### config.mk
export PLATFORM = sky130hd
export DESIGN_NAME = rotation_direction_classifier
export DESIGN_NICKNAME = d
export VERILOG_FILES = /design/src/rtl/core/rdc_pkg.sv /design/src/rtl/core/rdc_history.sv /design/src/rtl/core/rdc_window.sv /design/src/rtl/core/rotation_direction_classifier.sv
export SDC_FILE = /design/constraint.sdc
export NUM_CORES = 1
export LEC_CHECK = 0
export BUFFER_PORTS_ARGS = -buffer_cell sky130_fd_sc_hd__buf_2
export CAP_MARGIN = 30
export CORE_MARGIN = 4
export CORE_UTILIZATION = 55
export DETAILED_ROUTE_END_ITERATION = 10
export PLACE_DENSITY_LB_ADDON = 0.05
export SYNTH_ARGS = -nofsm -noshare
export SYNTH_HDL_FRONTEND = slang
export SYNTH_SLANG_ARGS = --single-unit
### constraint.sdc
create_clock -name clk_i -period 19.75 [get_ports clk_i]
set_input_delay 3.95 -clock clk_i [delete_from_list [all_inputs] [get_ports clk_i]]
set_output_delay 3.95 -clock clk_i [all_outputs]
set_load 0.02 [all_outputs]
### src/rtl/core/rdc_pkg.sv
// Shared types and constants of the rotation direction classifier.
// Holds the direction codes, configuration register layout and reset values.
// Depends on nothing.
package rdc_pkg;

  localparam int unsigned YawW = 16;
  localparam int unsigned CntW = 8;
  localparam int unsigned CfgIdxW = 2;
  localparam int unsigned CfgDataW = 15;

  typedef enum logic [1:0] {
    DirUnknown = 2'd0,
    DirStable = 2'd1,
    DirAnticlockwise = 2'd2,
    DirClockwise = 2'd3
  } dir_e;

  localparam logic [CfgIdxW-1:0] CfgSampleCount = 2'd0;
  localparam logic [CfgIdxW-1:0] CfgCompareLag = 2'd1;
  localparam logic [CfgIdxW-1:0] CfgJumpThreshold = 2'd2;
  localparam logic [CfgIdxW-1:0] CfgStableThreshold = 2'd3;

  localparam logic [7:0] SampleCountRst = 8'd20;
  localparam logic [4:0] CompareLagRst = 5'd1;
  localparam logic [14:0] JumpThresholdRst = 15'd8192;
  localparam logic [14:0] StableThresholdRst = 15'd100;

  typedef struct packed {
    logic [7:0] sample_count;
    logic [4:0] compare_lag;
    logic [14:0] jump_threshold;
    logic [14:0] stable_threshold;
  } cfg_t;

  typedef struct packed {
    logic en;
    logic [YawW-1:0] data;
  } hist_wr_t;

endpackage

### src/rtl/core/rdc_history.sv
// Yaw sample history of the rotation direction classifier.
// One write port and one read port over a small register array.
// Depends on rdc_pkg.
module rdc_history #(
  parameter int unsigned Depth = 16,
  parameter int unsigned AddrW = 4
) (
  input  logic                  clk_i,
  input  rdc_pkg::hist_wr_t     wr_i,
  input  logic [AddrW-1:0]      wr_addr_i,
  input  logic [AddrW-1:0]      rd_addr_i,
  output logic [rdc_pkg::YawW-1:0] rd_data_o
);

  logic [rdc_pkg::YawW-1:0] mem_q [Depth];

  always_ff @(posedge clk_i) begin
    if (wr_i.en) begin
      mem_q[wr_addr_i] <= wr_i.data;
    end
  end

  assign rd_data_o = mem_q[rd_addr_i];

endmodule

### src/rtl/core/rdc_window.sv
// Voting window and direction state of the rotation direction classifier.
// Casts at most one vote per sample, counts votes and decides at the end of a window.
// Depends on rdc_pkg and rdc_history.
module rdc_window #(
  parameter int unsigned MAX_LAG = 16
) (
  input  logic                     clk_i,
  input  logic                     rst_ni,
  input  rdc_pkg::cfg_t            cfg_i,
  input  logic                     step_i,
  input  logic                     action_i,
  input  logic [rdc_pkg::YawW-1:0] yaw_i,
  output rdc_pkg::dir_e            dir_o,
  output logic                     decided_o
);

  localparam int unsigned PW = (MAX_LAG > 1) ? $clog2(MAX_LAG) : 1;
  localparam int unsigned LW = ($clog2(MAX_LAG + 1) > 5) ? $clog2(MAX_LAG + 1) : 5;
  localparam int unsigned CW = (LW > rdc_pkg::CntW) ? LW : rdc_pkg::CntW;
  localparam int unsigned AW = LW + 1;

  rdc_pkg::dir_e dir_q, dir_d;
  logic [rdc_pkg::CntW-1:0] samples_q, samples_d;
  logic [rdc_pkg::CntW-1:0] anti_q, anti_d;
  logic [rdc_pkg::CntW-1:0] cw_q, cw_d;
  logic [rdc_pkg::CntW-1:0] stab_q, stab_d;
  logic [PW-1:0] wptr_q, wptr_d;

  logic [LW-1:0] lag;
  logic [AW-1:0] rd_sum;
  logic [PW-1:0] rd_addr;
  logic [rdc_pkg::YawW-1:0] rd_data;
  logic [rdc_pkg::YawW-1:0] earlier;
  logic [rdc_pkg::YawW-1:0] diff;
  logic [rdc_pkg::YawW-1:0] mag;
  logic do_vote, jump, vote_anti, vote_cw, vote_stab;
  logic [rdc_pkg::CntW-1:0] need, samples_n, anti_n, cw_n, stab_n;
  logic locked, decide;
  rdc_pkg::hist_wr_t hist_wr;

  assign locked = dir_q[1];

  always_comb begin
    if (LW'(cfg_i.compare_lag) > LW'(MAX_LAG)) begin
      lag = LW'(MAX_LAG);
    end else begin
      lag = LW'(cfg_i.compare_lag);
    end
  end

  always_comb begin
    if (AW'(wptr_q) < AW'(lag)) begin
      rd_sum = AW'(wptr_q) + AW'(MAX_LAG) - AW'(lag);
    end else begin
      rd_sum = AW'(wptr_q) - AW'(lag);
    end
  end
  assign rd_addr = rd_sum[PW-1:0];

  assign hist_wr.en = step_i && !action_i && !locked;
  assign hist_wr.data = yaw_i;

  rdc_history #(
    .Depth(MAX_LAG),
    .AddrW(PW)
  ) u_history (
    .clk_i    (clk_i),
    .wr_i     (hist_wr),
    .wr_addr_i(wptr_q),
    .rd_addr_i(rd_addr),
    .rd_data_o(rd_data)
  );

  assign do_vote = (lag == '0) || (CW'(samples_q) >= CW'(lag));
  assign earlier = (lag == '0) ? yaw_i : rd_data;
  assign diff = yaw_i - earlier;
  assign mag = diff[rdc_pkg::YawW-1] ? (~diff + 16'd1) : diff;
  assign jump = mag > {1'b0, cfg_i.jump_threshold};
  assign vote_anti = do_vote && !jump && !diff[rdc_pkg::YawW-1] &&
                     (mag > {1'b0, cfg_i.stable_threshold});
  assign vote_cw = do_vote && !jump && diff[rdc_pkg::YawW-1] &&
                   (mag > {1'b0, cfg_i.stable_threshold});
  assign vote_stab = do_vote && !jump && !vote_anti && !vote_cw;

  assign need = (cfg_i.sample_count == '0) ? 8'd1 : cfg_i.sample_count;
  assign samples_n = samples_q + 8'd1;
  assign anti_n = anti_q + {7'd0, vote_anti};
  assign cw_n = cw_q + {7'd0, vote_cw};
  assign stab_n = stab_q + {7'd0, vote_stab};
  assign decide = samples_n >= need;

  always_comb begin
    dir_d = dir_q;
    samples_d = samples_q;
    anti_d = anti_q;
    cw_d = cw_q;
    stab_d = stab_q;
    wptr_d = wptr_q;
    decided_o = 1'b0;
    if (action_i) begin
      dir_d = rdc_pkg::DirUnknown;
      samples_d = '0;
      anti_d = '0;
      cw_d = '0;
      stab_d = '0;
      wptr_d = '0;
    end else if (!locked) begin
      if (decide) begin
        decided_o = 1'b1;
        samples_d = '0;
        anti_d = '0;
        cw_d = '0;
        stab_d = '0;
        wptr_d = '0;
        if (anti_n > cw_n && anti_n > stab_n) begin
          dir_d = rdc_pkg::DirAnticlockwise;
        end else if (cw_n > anti_n && cw_n > stab_n) begin
          dir_d = rdc_pkg::DirClockwise;
        end else if (cw_n == anti_n) begin
          dir_d = rdc_pkg::DirUnknown;
        end else begin
          dir_d = rdc_pkg::DirStable;
        end
      end else begin
        samples_d = samples_n;
        anti_d = anti_n;
        cw_d = cw_n;
        stab_d = stab_n;
        if (32'(wptr_q) == MAX_LAG - 1) begin
          wptr_d = '0;
        end else begin
          wptr_d = wptr_q + PW'(1);
        end
      end
    end
  end

  assign dir_o = dir_d;

  always_ff @(posedge clk_i or negedge rst_ni) begin
    if (!rst_ni) begin
      dir_q <= rdc_pkg::DirUnknown;
      samples_q <= '0;
      anti_q <= '0;
      cw_q <= '0;
      stab_q <= '0;
      wptr_q <= '0;
    end else if (step_i) begin
      dir_q <= dir_d;
      samples_q <= samples_d;
      anti_q <= anti_d;
      cw_q <= cw_d;
      stab_q <= stab_d;
      wptr_q <= wptr_d;
    end
  end

  a_locked_clear: assert property (@(posedge clk_i) disable iff (!rst_ni)
    locked |-> (samples_q == '0 && anti_q == '0 && cw_q == '0 && stab_q == '0))
    else $error("locked direction with open window");

  a_votes_bound: assert property (@(posedge clk_i) disable iff (!rst_ni)
    (10'(anti_q) + 10'(cw_q) + 10'(stab_q)) <= 10'(samples_q))
    else $error("more votes than samples");

  a_reset_item: assert property (@(posedge clk_i) disable iff (!rst_ni)
    (step_i && action_i) |=> (dir_q == rdc_pkg::DirUnknown && samples_q == '0))
    else $error("reset item did not clear direction");

  a_wptr_track: assert property (@(posedge clk_i) disable iff (!rst_ni)
    (32'(wptr_q) < MAX_LAG) && (samples_q != '0 || wptr_q == '0))
    else $error("history pointer out of step with sample count");

endmodule

### src/rtl/core/rotation_direction_classifier.sv
// Top level of the rotation direction classifier.
// Input stage, configuration registers and result register around rdc_window.
// Depends on rdc_pkg and rdc_window.

// Classifies spin direction from a stream of 16-bit binary yaw angles and
// returns one result per input item. The block takes one item every cycle
// while the result side does not stall: an item is held in the input register,
// then the window state and the result register update together from it, so
// the vote, count and decision for an item are combinational between the input
// and result registers. Stall on the result side backs up into the input stall.
// Write configuration only while no item is in flight.
module rotation_direction_classifier #(
  parameter int unsigned MAX_LAG = 16
) (
  input  logic                        clk_i,
  input  logic                        rst_ni,
  input  logic                        cfg_wr_en_i,
  input  logic [rdc_pkg::CfgIdxW-1:0]  cfg_index_i,
  input  logic [rdc_pkg::CfgDataW-1:0] cfg_data_i,
  input  logic                        in_valid_i,
  output logic                        in_stall_o,
  input  logic                        action_i,
  input  logic signed [15:0]          yaw_i,
  output logic                        out_valid_o,
  input  logic                        out_stall_i,
  output logic [1:0]                  direction_o,
  output logic                        decided_o,
  output logic                        locked_o
);

  rdc_pkg::cfg_t cfg_q;

  logic in_valid_q;
  logic action_q;
  logic [rdc_pkg::YawW-1:0] yaw_q;
  logic out_valid_q;
  logic [1:0] direction_q;
  logic decided_q;

  logic out_ready, adv, in_xfer;
  rdc_pkg::dir_e dir;
  logic decided;

  always_ff @(posedge clk_i or negedge rst_ni) begin
    if (!rst_ni) begin
      cfg_q.sample_count <= rdc_pkg::SampleCountRst;
      cfg_q.compare_lag <= rdc_pkg::CompareLagRst;
      cfg_q.jump_threshold <= rdc_pkg::JumpThresholdRst;
      cfg_q.stable_threshold <= rdc_pkg::StableThresholdRst;
    end else if (cfg_wr_en_i) begin
      case (cfg_index_i)
        rdc_pkg::CfgSampleCount: cfg_q.sample_count <= cfg_data_i[7:0];
        rdc_pkg::CfgCompareLag: cfg_q.compare_lag <= cfg_data_i[4:0];
        rdc_pkg::CfgJumpThreshold: cfg_q.jump_threshold <= cfg_data_i;
        rdc_pkg::CfgStableThreshold: cfg_q.stable_threshold <= cfg_data_i;
        default: ;
      endcase
    end
  end

  assign out_ready = !out_valid_q || !out_stall_i;
  assign adv = in_valid_q && out_ready;
  assign in_stall_o = in_valid_q && !out_ready;
  assign in_xfer = in_valid_i && !in_stall_o;

  always_ff @(posedge clk_i or negedge rst_ni) begin
    if (!rst_ni) begin
      in_valid_q <= 1'b0;
      out_valid_q <= 1'b0;
    end else begin
      if (in_xfer) begin
        in_valid_q <= 1'b1;
      end else if (adv) begin
        in_valid_q <= 1'b0;
      end
      if (adv) begin
        out_valid_q <= 1'b1;
      end else if (!out_stall_i) begin
        out_valid_q <= 1'b0;
      end
    end
  end

  always_ff @(posedge clk_i) begin
    if (in_xfer) begin
      action_q <= action_i;
      yaw_q <= yaw_i;
    end
    if (adv) begin
      direction_q <= dir;
      decided_q <= decided;
    end
  end

  rdc_window #(
    .MAX_LAG(MAX_LAG)
  ) u_window (
    .clk_i    (clk_i),
    .rst_ni   (rst_ni),
    .cfg_i    (cfg_q),
    .step_i   (adv),
    .action_i (action_q),
    .yaw_i    (yaw_q),
    .dir_o    (dir),
    .decided_o(decided)
  );

  assign out_valid_o = out_valid_q;
  assign direction_o = direction_q;
  assign decided_o = decided_q;
  assign locked_o = direction_q[1];

endmodule
==> metrics.csv, run 1 <==
stage;metric;value;unit
worst_setup_path;Data arrival, critical path;11060;ps
synth;syn_nets;1298;
place;Placer Congestion;0.819;
clock_tree;hold_buf cts;0;
synth;post-synthesis cell area;17000;um^2
global_routing;Tot GR Track Use;22.2;%
timing;relative slew slack;37.4;%
worst_setup_path;worst r2r path cells;44;
synth;ys async rst share;23.1;%
routing;via count;9835;
synth;Compound-Gate Fraction of Synth Area;7.62;%
cells_and_area;share of layout cells above drive strength 1;21.6;%
clock_tree;clk slew on worst S/H paths;60;ps
timing;Max Slew Vio Count;0;
routing;wire length per cell;22.0;um
global_routing;gr ovfl total;0;
global_routing;global-route wire length before repair;57800;um
worst_setup_path;CP max stage delay;780;ps
clock_tree;postcts setup bufs;0;
routing;ANT nets after route;0;
synth;Synth warnings;0;
synth;adder-cell share of the synthesized area;7.26;%
worst_setup_path;critical path capture point type;flop;
synth;Seq cells post-synth;359;
cells_and_area;Layout Area Growth over Synthesis;12.5;%
clock_tree;CTS sink count;359;
routing;drt pass-1 iters;5;
hold_path;HP Class;flop to flop;
worst_setup_path;FF-to-FF setup slack;9150;ps
routing;initial drt markers;682;
routing;routed wire length;36600;um
flow_run;max-cap violation count;0;
cells_and_area;post-layout util;62.6;%
place;hpwl dp;24200;um
cells_and_area;# fillers;2293;
synth;Syn Area/Cell;14.6;um^2
global_routing;largest net degree at the start of global routing;63;
timing;Setup WS post-layout;9150;ps
worst_setup_path;Setup Crit Path Kind;flop to flop;
clock_tree;H-tree levels;2;
cells_and_area;most frequent cells in the layout;edfxtp_1, ha_1, dfrtp_1, nand2_1, inv_1;
synth;number of flops mapped to enable cells by yosys;276;
synth;Synth cell types;70;
worst_setup_path;Worst Setup SP;cfg_q[30];
floorplanning;core area;30600;um^2
run_status;status;complete, no violations;
worst_setup_path;Reg2Reg Capture Point;u_window.dir_q[1];
clock_tree;post-CTS resize count;0;
hold_path;hold endpoint;out_valid_o;
clock_tree;TritonCTS buffer count;39;
timing;skew final;17.7;ps
clock_tree;CTS max path bufs;3;
timing;RSZ-0062 raised after global routing;no;
synth;sequential cell area fraction in the yosys report;60.9;%
worst_setup_path;CP Max Fanout;62;
timing;Worst Tran Pin Value;938;ps
global_routing;initial antenna violation count;0;
clock_tree;Clock Latency Late Sink;530;ps
cells_and_area;# diodes;0;
synth;xor/xnor cell area share of the yosys netlist;2.82;%
cells_and_area;commonest non-fill, non-tap cell in the layout;edfxtp_1;
worst_setup_path;slowest CP cell;fa_4;
global_routing;vias in the first global route;9919;
timing;final worst path period share;53.7;%
floorplanning;Top Ports;45;
synth;Synth Flop Type;edfxtp_1;
place;placed cell areas;17900;um^2
routing;Via density;5.92;
cells_and_area;nets@finish;1372;
timing;Sum Neg Setup Slack;0;ps
synth;largest family of logic cells by synthesized area;multiplexers;
hold_path;WHS Path Cells;1;
floorplanning;Initial Utilization;55.6;%
worst_setup_path;Worst Path Required;20210;ps
worst_setup_path;CP Launch Type;flop;
clock_tree;CTS tree;built;
timing;Final setup viols;0;
timing;max frequency;94.3;MHz
routing;number of remaining DRC errors;0;
synth;mux contribution to synthesized area;12.1;%
floorplanning;Rows;64;
synth;Synth Area in Simple Gates;6.81;%
cells_and_area;design area;19100;um^2
timing;Final Hold Viols;0;
place;IO buf count;44;
synth;synthesized netlist cell count;1163;
clock_tree;Root Buffer;clkbuf_16;
hold_path;Worst Hold Launch;in_valid_q;
floorplanning;die area;33800;um^2
place;dpl ws;9200;ps
floorplanning;Die Width;184;um
timing;Final min period;10600;ps
worst_setup_path;Reg-to-Reg Start;cfg_q[30];
floorplanning;Die Ht;184;um
-- registers in the layout, summed over array words and instances, names as in the netlist, 2 cells and up --
| name | count |
|---|---|
| u_window.wptr_q | 4 |
| yaw_q | 16 |
| u_window.dir_q | 2 |
| u_window.u_history.mem_q | 256 |
| u_window.stab_q | 8 |
| cfg_q | 43 |
| u_window.anti_q | 8 |
| u_window.cw_q | 8 |
| u_window.samples_q | 8 |
| direction_o | 2 |
-- metrics by stage --
stage	hold WS, ps	instances
after floorplan	456	1163
after global placement	468	1590
after detailed placement	483	1592
after CTS	495	1661
after global routing	517	1661
final	492	1661
-- critical path, delay by kind of cell, from the launching register on --
family                   cells  cell delay (ps)
adder cells (fa/ha/maj)      7             2530
buffers and inverters        3              860
AO/OA/AOI/OAI               15             2310
flip-flops                   1              530
multiplexers                 2              780
AND/OR/NAND/NOR             15             3070
XOR/XNOR                     2              410
-- layout make-up --
cell class,instances,area (um^2),area share [%]
tap,396,495,2.59
timing repair buffer,72,448,2.34
inverter,67,251,1.31
clock inverter,22,201,1.05
multi-input combinational,698,6330,33.1
clock buffer,47,1050,5.46
sequential,359,10400,54.2
-- cell usage after synthesis (all sizes together) (7+ instances only) --
library cell | number | share of area, %
edfxtp | 276 | 49
ha | 94 | 6.9
dfrtp | 76 | 11
nand2 | 70 | 1.5
inv | 67 | 1.5
mux4 | 64 | 8.5
o21ai | 56 | 1.6
nor2 | 44 | 0.97
a21oi | 42 | 1.2
mux2 | 38 | 2.5
xnor2 | 35 | 1.8
a211oi | 30 | 1.4
nand3 | 29 | 0.88
nor2b | 26 | 1.0
clkbuf | 23 | 0.51
mux2i | 19 | 1.1
xor2 | 19 | 0.98
buf | 16 | 0.44
a22o | 15 | 0.77
nor3 | 15 | 0.44
a21o | 12 | 0.53
nand2b | 12 | 0.44
o21a | 8 | 0.35
dfstp | 7 | 1.1
-- metal layers --
layer / share of wire, % / GRT usage, % / vias up / wire length, um
met5: 0 / 0 / - / 0
met4: 1.7 / 4.82 / 0 / 609
met3: 5.1 / 3.11 / 50 / 1880
met2: 48 / 35.8 / 265 / 17600
met1: 45 / 32.8 / 4939 / 16500
li1: - / - / 4581 / -
-- cell families (layout without fill, tap and decap cells) --
family | after synthesis | in the layout
mux | 121 | 121
xor+xnor | 54 | 54
compound gates | 196 | 196
fa+ha+maj | 98 | 98
flops | 359 | 359
buf+inv | 106 | 208
simple gates | 229 | 229
-- how the worst max path moves through the flow --
stage                   endpoint  slack [ps]  cells after the start
2_1_floorplan     direction_o[1]       11010                     45
3_3_place_gp      direction_o[1]        9300                     43
3_5_place_dp   u_window.dir_q[1]        9200                     44
4_1_cts           direction_o[1]        9190                     44
5_1_grt        u_window.dir_q[0]        8330                     43
6_report       u_window.dir_q[1]        9150                     44
Power of run 1 is left out: the tool's default activity adds up to more than one toggle a clock period on the data nets, which glitch-free logic cannot reach.
==> run 2, diff against run 1 <==
Settings changed: ABC_AREA from default to 1.
Clock period 19.75 ns to 9.2 ns, I/O delays scaled along.
==> metrics.csv, run 2 <==
stage;metric;value;unit
place;IO buf count;44;
worst_setup_path;critical path capture point type;flop;
routing;Via density;5.81;
global_routing;largest net degree at the start of global routing;76;
synth;syn_nets;1911;
worst_setup_path;CP max stage delay;540;ps
floorplanning;Die Ht;188;um
routing;number of remaining DRC errors;0;
timing;Worst Tran Pin Value;986;ps
worst_setup_path;Worst Setup SP;cfg_q[30];
timing;skew final;14.5;ps
routing;drt pass-1 iters;5;
synth;synthesized netlist cell count;1776;
place;hpwl dp;27800;um
synth;Commonest cells post-synth;nand2_1, edfxtp_1, inv_1, nor2_1, o21ai_0;
floorplanning;core area;31700;um^2
clock_tree;Root Buffer;clkbuf_16;
routing;ANT nets after route;0;
routing;via count;13100;
timing;Setup WS post-layout;698;ps
global_routing;initial antenna violation count;0;
worst_setup_path;CP Max Fanout;36;
timing;Final setup viols;0;
run_status;status;complete, no violations;
floorplanning;Top Ports;45;
place;DP Cell Count;2186;
clock_tree;TritonCTS buffer count;39;
synth;post-synthesis cell area;17800;um^2
synth;count leader, synth;nand2_1;
synth;Syn Area/Cell;10.0;um^2
clock_tree;clk slew on worst S/H paths;60;ps
timing;Final Hold Viols;0;
worst_setup_path;Data arrival, critical path;8760;ps
worst_setup_path;Setup Crit Path Kind;flop to flop;
clock_tree;CTS max path bufs;3;
cells_and_area;nets@finish;1965;
timing;Max Slew Vio Count;0;
synth;Area contributors post-synth;edfxtp_1, dfrtp_1, nand2_1;
clock_tree;CTS sink count;359;
place;Placer Congestion;0.910;
synth;Seq cells post-synth;359;
routing;initial drt markers;1214;
global_routing;gr ovfl total;0;
cells_and_area;commonest non-fill, non-tap cell in the layout;nand2_1;
floorplanning;Initial Utilization;56.1;%
worst_setup_path;Worst Path Required;9460;ps
worst_setup_path;delay-heaviest family, CP;simple AND/OR/NAND/NOR gates;
global_routing;global-route wire length before repair;69200;um
synth;post-synth top area cell;edfxtp_1;
routing;wire length per cell;19.7;um
timing;hold_ws;476;ps
worst_setup_path;Reg2Reg Capture Point;direction_o[1];
place;dpl ws;385;ps
synth;sequential cell area fraction in the yosys report;58.3;%
floorplanning;die area;35300;um^2
clock_tree;H-tree levels;2;
timing;Final min period;8500;ps
worst_setup_path;CP Launch Type;flop;
clock_tree;hold_buf cts;0;
worst_setup_path;Worst Path Buf+Inv;8;
global_routing;Tot GR Track Use;24.9;%
cells_and_area;Reg with most FFs;u_window.u_history.mem_q;
worst_setup_path;slowest CP cell;dfstp_2;
timing;final worst path period share;92.4;%
cells_and_area;final non-filler cell total;2261;
synth;Synth Flop Type;edfxtp_1;
worst_setup_path;end point of the critical path;direction_o[1];
flow_run;max-cap violation count;0;
clock_tree;CTS tree;built;
synth;Synth top area share;46.5;%
synth;Synth warnings;0;
worst_setup_path;number of stages on the worst setup path;55;
synth;ys async rst share;23.1;%
cells_and_area;# diodes;0;
floorplanning;Rows;65;
timing;Sum Neg Setup Slack;0;ps
floorplanning;Die Width;188;um
synth;Synth cell types;57;
hold_path;HP Class;flop to flop;
timing;relative slew slack;34.1;%
cells_and_area;share of layout cells above drive strength 1;10.4;%
synth;number of flops mapped to enable cells by yosys;276;
timing;max frequency;118;MHz
cells_and_area;Largest register FFs;256;
worst_setup_path;Top cell by count, worst path;nand2_1;
cells_and_area;most frequent cells in the layout;nand2_1, edfxtp_1, inv_1, o21ai_0, nor2_1;
global_routing;vias in the first global route;12700;
routing;routed wire length;44600;um
worst_setup_path;FF-to-FF setup slack;700;ps
cells_and_area;top flop regs;u_window.u_history.mem_q x256, cfg_q x43, yaw_q x16;
cells_and_area;Layout Area Growth over Synthesis;11.8;%
worst_setup_path;Reg-to-Reg Start;cfg_q[30];
worst_setup_path;worst r2r path cells;55;
clock_tree;Clock Latency Late Sink;530;ps
run 2: cell types whose count changed in the layout (fill, tap and decap cells not counted), moves of 29 or more:
cell and change:
nand2_1 +310, inv_1 +122, nor2_1 +115, o21ai_0 +94, mux4_2 -64, nand3_1 +63
mux2_2 -38, a21oi_1 +34, xnor2_1 -29
run 2: worst min-delay path by stage:
| stage | from | slack (ps) | end | depth (start not counted) |
|---|---|---|---|---|
| after global placement | in_valid_q | 450 | out_valid_o | 2 |
| after floorplan | in_valid_q | 430 | out_valid_o | 2 |
| after detailed placement | in_valid_q | 460 | out_valid_o | 2 |
| after global routing | in_valid_q | 500 | out_valid_o | 2 |
| final | in_valid_q | 480 | out_valid_o | 2 |
| after CTS | in_valid_q | 480 | out_valid_o | 2 |
run 2: per-layer routing:
| layer | track usage [%] | vias to the layer above | part of all wire [%] |
|---|---|---|---|
| met1 | 35.1 | 6340 | 44 |
| met3 | 3.72 | 86 | 6.1 |
| met4 | 7.65 | 0 | 2.7 |
| met2 | 40.2 | 429 | 47 |
| li1 | - | 6284 | - |
| met5 | 0 | - | 0 |
run 2: worst min-delay path: stages (launching register included):
cell and delay [ps]:
dfrtp_1 320, inv_1 60, nand2_1 60
run 2: logic make-up (layout without fill, tap and decap cells):
logic type                 Yosys count  count (layout)  synth area share (%)
xor gates and xnor gates            29              29                  1.57
adders and majority gates           96              96                  6.83
DFF                                359             359                  58.3
and+or+nand+nor                    675             675                  15.6
AOI/OAI and AO/OA                  349             349                  11.9
buffers and inverters              268             351                  5.90
run 2: layout make-up:
type | count | area, um^2
Fill cell | 2565 | 11800
Sequential cell | 359 | 10400
Multi-Input combinational cell | 1149 | 6520
Clock buffer | 56 | 1070
Inverter | 199 | 758
Timing Repair Buffer | 82 | 607
Tap cell | 402 | 503
Clock inverter | 14 | 78.8
run 2: repair_timing:
item | 4_1_cts | 5_1_grt
hold endpoints to repair | 0 | 0
gates resized for setup | 0 | 17
setup endpoints to repair | 0 | 4
buffers inserted | 0 | 4
run 2: per-stage QoR:
stage,util (%),cell area (um^2)
floorplan,-,17800
global placement,58.6,18600
detailed placement,58.6,18600
CTS,62.3,19700
global route,62.8,19900
finish,62.8,19900
Power of run 2 is left out for the same reason.
